`config.mk`:
```
export PLATFORM = sky130hd
export DESIGN_NAME = tce_ctrl
export DESIGN_NICKNAME = d
export VERILOG_FILES = /design/src/rtl/core/tce_pkg.sv /design/src/rtl/core/tce_ctrl.sv
export SDC_FILE = /design/constraint.sdc
export NUM_CORES = 1
export LEC_CHECK = 0
export BUFFER_PORTS_ARGS = -buffer_cell sky130_fd_sc_hd__buf_2
export CAP_MARGIN = 20
export CORE_AREA = 2 2 39 41
export CTS_BUF_LIST = sky130_fd_sc_hd__clkbuf_2 sky130_fd_sc_hd__clkbuf_4 sky130_fd_sc_hd__clkbuf_8
export CTS_CLUSTER_DIAMETER = 50
export DETAILED_ROUTE_END_ITERATION = 10
export DIE_AREA = 0 0 41 43
export GPL_TIMING_DRIVEN = 0
export SLEW_MARGIN = 20
export SYNTH_ARGS = -nofsm -noshare
export SYNTH_HDL_FRONTEND = slang
export SYNTH_SLANG_ARGS = --single-unit
```
`constraint.sdc`:
```
create_clock -name i_clk -period 2.2 [get_ports i_clk]
set_input_delay 0.44 -clock i_clk [delete_from_list [all_inputs] [get_ports i_clk]]
set_output_delay 0.44 -clock i_clk [all_outputs]
set_load 0.02 [all_outputs]
```
`src/rtl/core/tce_pkg.sv`:
```
// Shared constants, codes and controller/datapath interface types for the text console.
package tce_pkg;

    localparam int COLUMNS_DEF = 80;
    localparam int ROWS_DEF    = 25;

    localparam logic [7:0] BLANK_CHAR   = 8'h20;
    localparam logic [7:0] RESET_ATTR   = 8'h17;
    localparam logic [7:0] CH_NEWLINE   = 8'd10;
    localparam logic [7:0] CH_TAB       = 8'd9;
    localparam logic [7:0] CH_BACKSPACE = 8'd8;

    localparam logic KIND_PUT  = 1'b0;
    localparam logic KIND_READ = 1'b1;

    localparam int TAB_SPACES = 4;
    localparam int TAB_W      = $clog2(TAB_SPACES);

    localparam int S_DATA_W = 24;  // char_code, cell_index
    localparam int M_DATA_W = 40;  // cell_char, cell_attr, cursor_col, cursor_row, cursor_offset

    typedef struct packed {
        logic accept;       // word taken on the slave side
        logic clr_step;     // one cell of the power-up clear
        logic put_write;    // write latched char at cursor
        logic scroll_step;  // one cell of the scroll walk
        logic finish;       // load the result register
    } t_cmd;

    typedef struct packed {
        logic clr_last;
        logic scroll_last;
        logic pending;      // cursor on the row past the screen
        logic tab_last;
        logic out_free;
        logic in_read;
        logic in_newline;
        logic nl_scroll;
    } t_stat;

endpackage

```
`src/rtl/core/tce_ctrl.sv`:
```
// Controller state machine for the text console.
module tce_ctrl
    import tce_pkg::*;
(
    input  logic  i_clk,
    input  logic  i_rst_n,
    input  logic  i_s_tvalid,
    output logic  o_s_tready,
    input  t_stat i_stat,
    output t_cmd  o_cmd
);

    localparam logic [2:0] S_CLEAR  = 3'd0;
    localparam logic [2:0] S_IDLE   = 3'd1;
    localparam logic [2:0] S_PUT    = 3'd2;
    localparam logic [2:0] S_SCROLL = 3'd3;
    localparam logic [2:0] S_DONE   = 3'd4;

    logic [2:0] r_state, n_state;
    logic       r_ret_put, n_ret_put;

    assign o_s_tready = (r_state == S_IDLE);

    always_comb begin
        n_state   = r_state;
        n_ret_put = r_ret_put;
        o_cmd     = '0;
        unique case (r_state)
            S_CLEAR: begin
                o_cmd.clr_step = 1'b1;
                if (i_stat.clr_last) begin
                    n_state = S_IDLE;
                end
            end
            S_IDLE: begin
                if (i_s_tvalid) begin
                    o_cmd.accept = 1'b1;
                    if (i_stat.in_read) begin
                        n_state = S_DONE;
                    end else if (i_stat.in_newline) begin
                        n_ret_put = 1'b0;
                        n_state   = i_stat.nl_scroll ? S_SCROLL : S_DONE;
                    end else begin
                        n_state = S_PUT;
                    end
                end
            end
            S_PUT: begin
                if (i_stat.pending) begin
                    n_ret_put = 1'b1;
                    n_state   = S_SCROLL;
                end else begin
                    o_cmd.put_write = 1'b1;
                    if (i_stat.tab_last) begin
                        n_state = S_DONE;
                    end
                end
            end
            S_SCROLL: begin
                o_cmd.scroll_step = 1'b1;
                if (i_stat.scroll_last) begin
                    n_state = r_ret_put ? S_PUT : S_DONE;
                end
            end
            S_DONE: begin
                if (i_stat.out_free) begin
                    o_cmd.finish = 1'b1;
                    n_state      = S_IDLE;
                end
            end
            default: begin
                n_state = S_IDLE;
            end
        endcase
    end

    always_ff @(posedge i_clk) begin
        if (!i_rst_n) begin
            r_state   <= S_CLEAR;
            r_ret_put <= 1'b0;
        end else begin
            r_state   <= n_state;
            r_ret_put <= n_ret_put;
        end
    end

endmodule

```
==> key figures <==
Logic synthesis
  – Flops & latches, synth: 4
  – Syn Inst Count: 46
  – Area contributors post-synth: dfxtp_1, nand2b_1, nor2_1
  – Sequential area share after synthesis: 24.2%
  – Largest area contributor in the netlist: dfxtp_1
  – Mapped Area: 330 µm²
  – Synth top area share: 24.2%
  – Synth unique cells: 22
  – Avg Cell Area, Syn: 7.18 µm²
  – Warnings from Yosys: 0
  – Syn_nets: 57

Timing
  – Period utilization: 76.5%
  – Post-route worst setup slack: 0.516 ns
  – Worst Clk Skew: 0.00217 ns
  – Post-layout min period: 1.68 ns
  – WHS: 0.487 ns
  – Setup violators final: 0
  – Max-slew violation count: 0
  – Fmax achieved: 0.594 GHz
  – Relative slew margins: 82.4%
  – Tightest Pin Transition: 0.261 ns
  – Setup TNS: 0 ns
  – RSZ-0062 raised after global routing: false
  – Fin. Hold Viols: 0

GRT
  – All-Layer GR Usage: 10.9%
  – Largest net degree at the start of global routing: 11
  – First-pass GRT wire length: 1320 µm
  – Vias in the first global route: 331
  – Remaining Overflow, GRT: 0
  – Initial antenna violation count: 0

Detailed routing
  – 1st-iter DRT viols: 3
  – WL final: 814 µm
  – Number of remaining DRC errors: 0
  – DRT antenna net count: 0
  – DR vias/cell: 4.35
  – Drt pass-1 iters: 2
  – Routed wire per std cell: 10.0 µm
  – Via Count: 352

Run
  – Max-cap check violation count: 0

Critical path
  – WP data required: 1.76 ns
  – Origin of the critical flop-to-flop path: r_state[1]
  – Crit end category: output port
  – Kind of critical path: reg -> out
  – Setup crit start kind: flop
  – CP Max Fanout: 9
  – Crit path from: r_state[2]
  – FF-to-FF setup slack: 0.99 ns
  – R2R depth: 5
  – Worst path arrival time: 1.24 ns
  – RR Endpoint: r_state[0]
  – Setup crit end: o_cmd[2]

Power and ir drop
  – Power density over the cells: 730 nW/µm²
  – VDD IR max: 0.310 mV
  – Static Leak: 0.233 nW

CTS
  – Post_cts resized: 0
  – Worst-Skew Late Latency: 0.23 ns
  – Clock root buffer master: clkbuf_4
  – Total CTS buffers: 3
  – Post-CTS Setup Repair Bufs: 0
  – Clock transition at path regs: 0.04 ns
  – H-tree Lvls: 1
  – CTS Buffer Depth: 2
  – CTS tree: done
  – Clk sinks: 4
  – Hold buffers post-CTS: 0

Floorplanning
  – Die X: 41 µm
  – Die H: 43 µm
  – Initial core utilization: 23.9%
  – Core area: 1380 µm²
  – Ports: 17
  – Row count: 14
  – Die area: 1760 µm²

Final layout
  – Diode count: 0
  – Ratio of cells with drive above 1 in the final layout: 35.4%
  – Final Net Count: 78
  – Layout area overhead: 37.1%

Hold path
  – Min-delay worst type: reg -> reg

Place
  – Final HPWL DP: 640 µm
  – DP Worst Slack: 0.765 ns
  – IO buf count: 16
  – RePlAce Congestion: 0.813

Status
  – Status: finished clean
-- worst min path at each step --
stage                         start         end  slack, ns  depth (start not counted)
final                     r_ret_put   r_ret_put       0.49                          2
after global routing        i_rst_n  r_state[1]       0.51                          2
after CTS                 r_ret_put   r_ret_put       0.49                          2
after detailed placement  r_ret_put   r_ret_put       0.49                          2
after global placement    r_ret_put   r_ret_put       0.49                          2
after floorplan           r_ret_put   r_ret_put       0.46                          2
-- synth_stat cells --
master	count
o21ai_0	1
buf_2	2
dfxtp_1	4
o22ai_1	1
a21boi_1	1
buf_6	1
and2b_1	1
nor2_1	6
o41ai_1	1
a32oi_1	2
and2_1	1
a32o_1	1
nand2b_1	4
mux2i_1	2
nor3_1	3
nand4_1	1
nor3b_2	1
o21ai_1	3
inv_1	5
a21o_1	1
and3_1	1
nand2_1	3
-- cells by family (layout without fill, tap and decap cells) --
group,count (synthesis),after routing,share of synthesized area [%]
AND/OR/NAND/NOR,21,21,34.1
AO/OA/AOI/OAI,11,11,23.5
buffers and inverters,8,27,12.1
flip-flops,4,4,24.2
multiplexers,2,2,6.06
-- cells in the final DEF (no fill, tap or decap), drive strengths merged --
master	n
nand2b	4
o41ai	1
nand2	3
inv	5
clkbuf	3
nor2	6
a32o	1
a21o	1
mux2i	2
nor3	3
dfxtp	4
nor3b	1
and3	1
nand4	1
o21ai	4
o22ai	1
a21boi	1
buf	19
and2b	1
a32oi	2
and2	1
-- area by class of cell --
class | instances | area (µm²)
Tap cell | 16 | 20.0
Clock buffer | 3 | 22.5
Timing Repair Buffer | 16 | 80.1
Multi-Input combinational cell | 34 | 210
Buffer | 3 | 21.3
Fill cell | 149 | 931
Inverter | 5 | 18.8
Sequential cell | 4 | 80.1
-- layer usage --
layer  wire length, µm  vias to the layer above  GRT usage [%]
met3                51                        0           1.57
met2               343                       10           14.7
met5                 0                        -              0
met4                 0                        0           8.00
li1                  -                      197              -
met1               419                      145           15.1
-- per-stage QoR --
stage | total power [mW] | util, % | std cells | instance area [µm²]
final | 0.331 | 32.7 | 81 | 453
after global routing | 0.355 | 32.7 | 81 | 453
after CTS | 0.338 | 32.7 | 81 | 453
after detailed placement | 0.243 | 31.1 | 78 | 430
after global placement | 0.242 | 31.1 | 78 | 430
after floorplan | 0.201 | - | 46 | 330
-- where the power goes --
group | internal (mW) | switching, mW
Clock | 0.0609 | 0.0276
Combinational | 0.0664 | 0.0897
Sequential | 0.0816 | 0.00440
-- flip-flops by register name (all words and copies together), names as in the netlist --
signal and flops:
r_state 3, r_ret_put 1
-- critical path, cell delays in order (launching register included) --
cell and delay (ns):
dfxtp_1 0.28, buf_2 0.16, nand2b_1 0.22, nor3_1 0.16
buf_2 0.19
(Power assumes the default switching activity.)
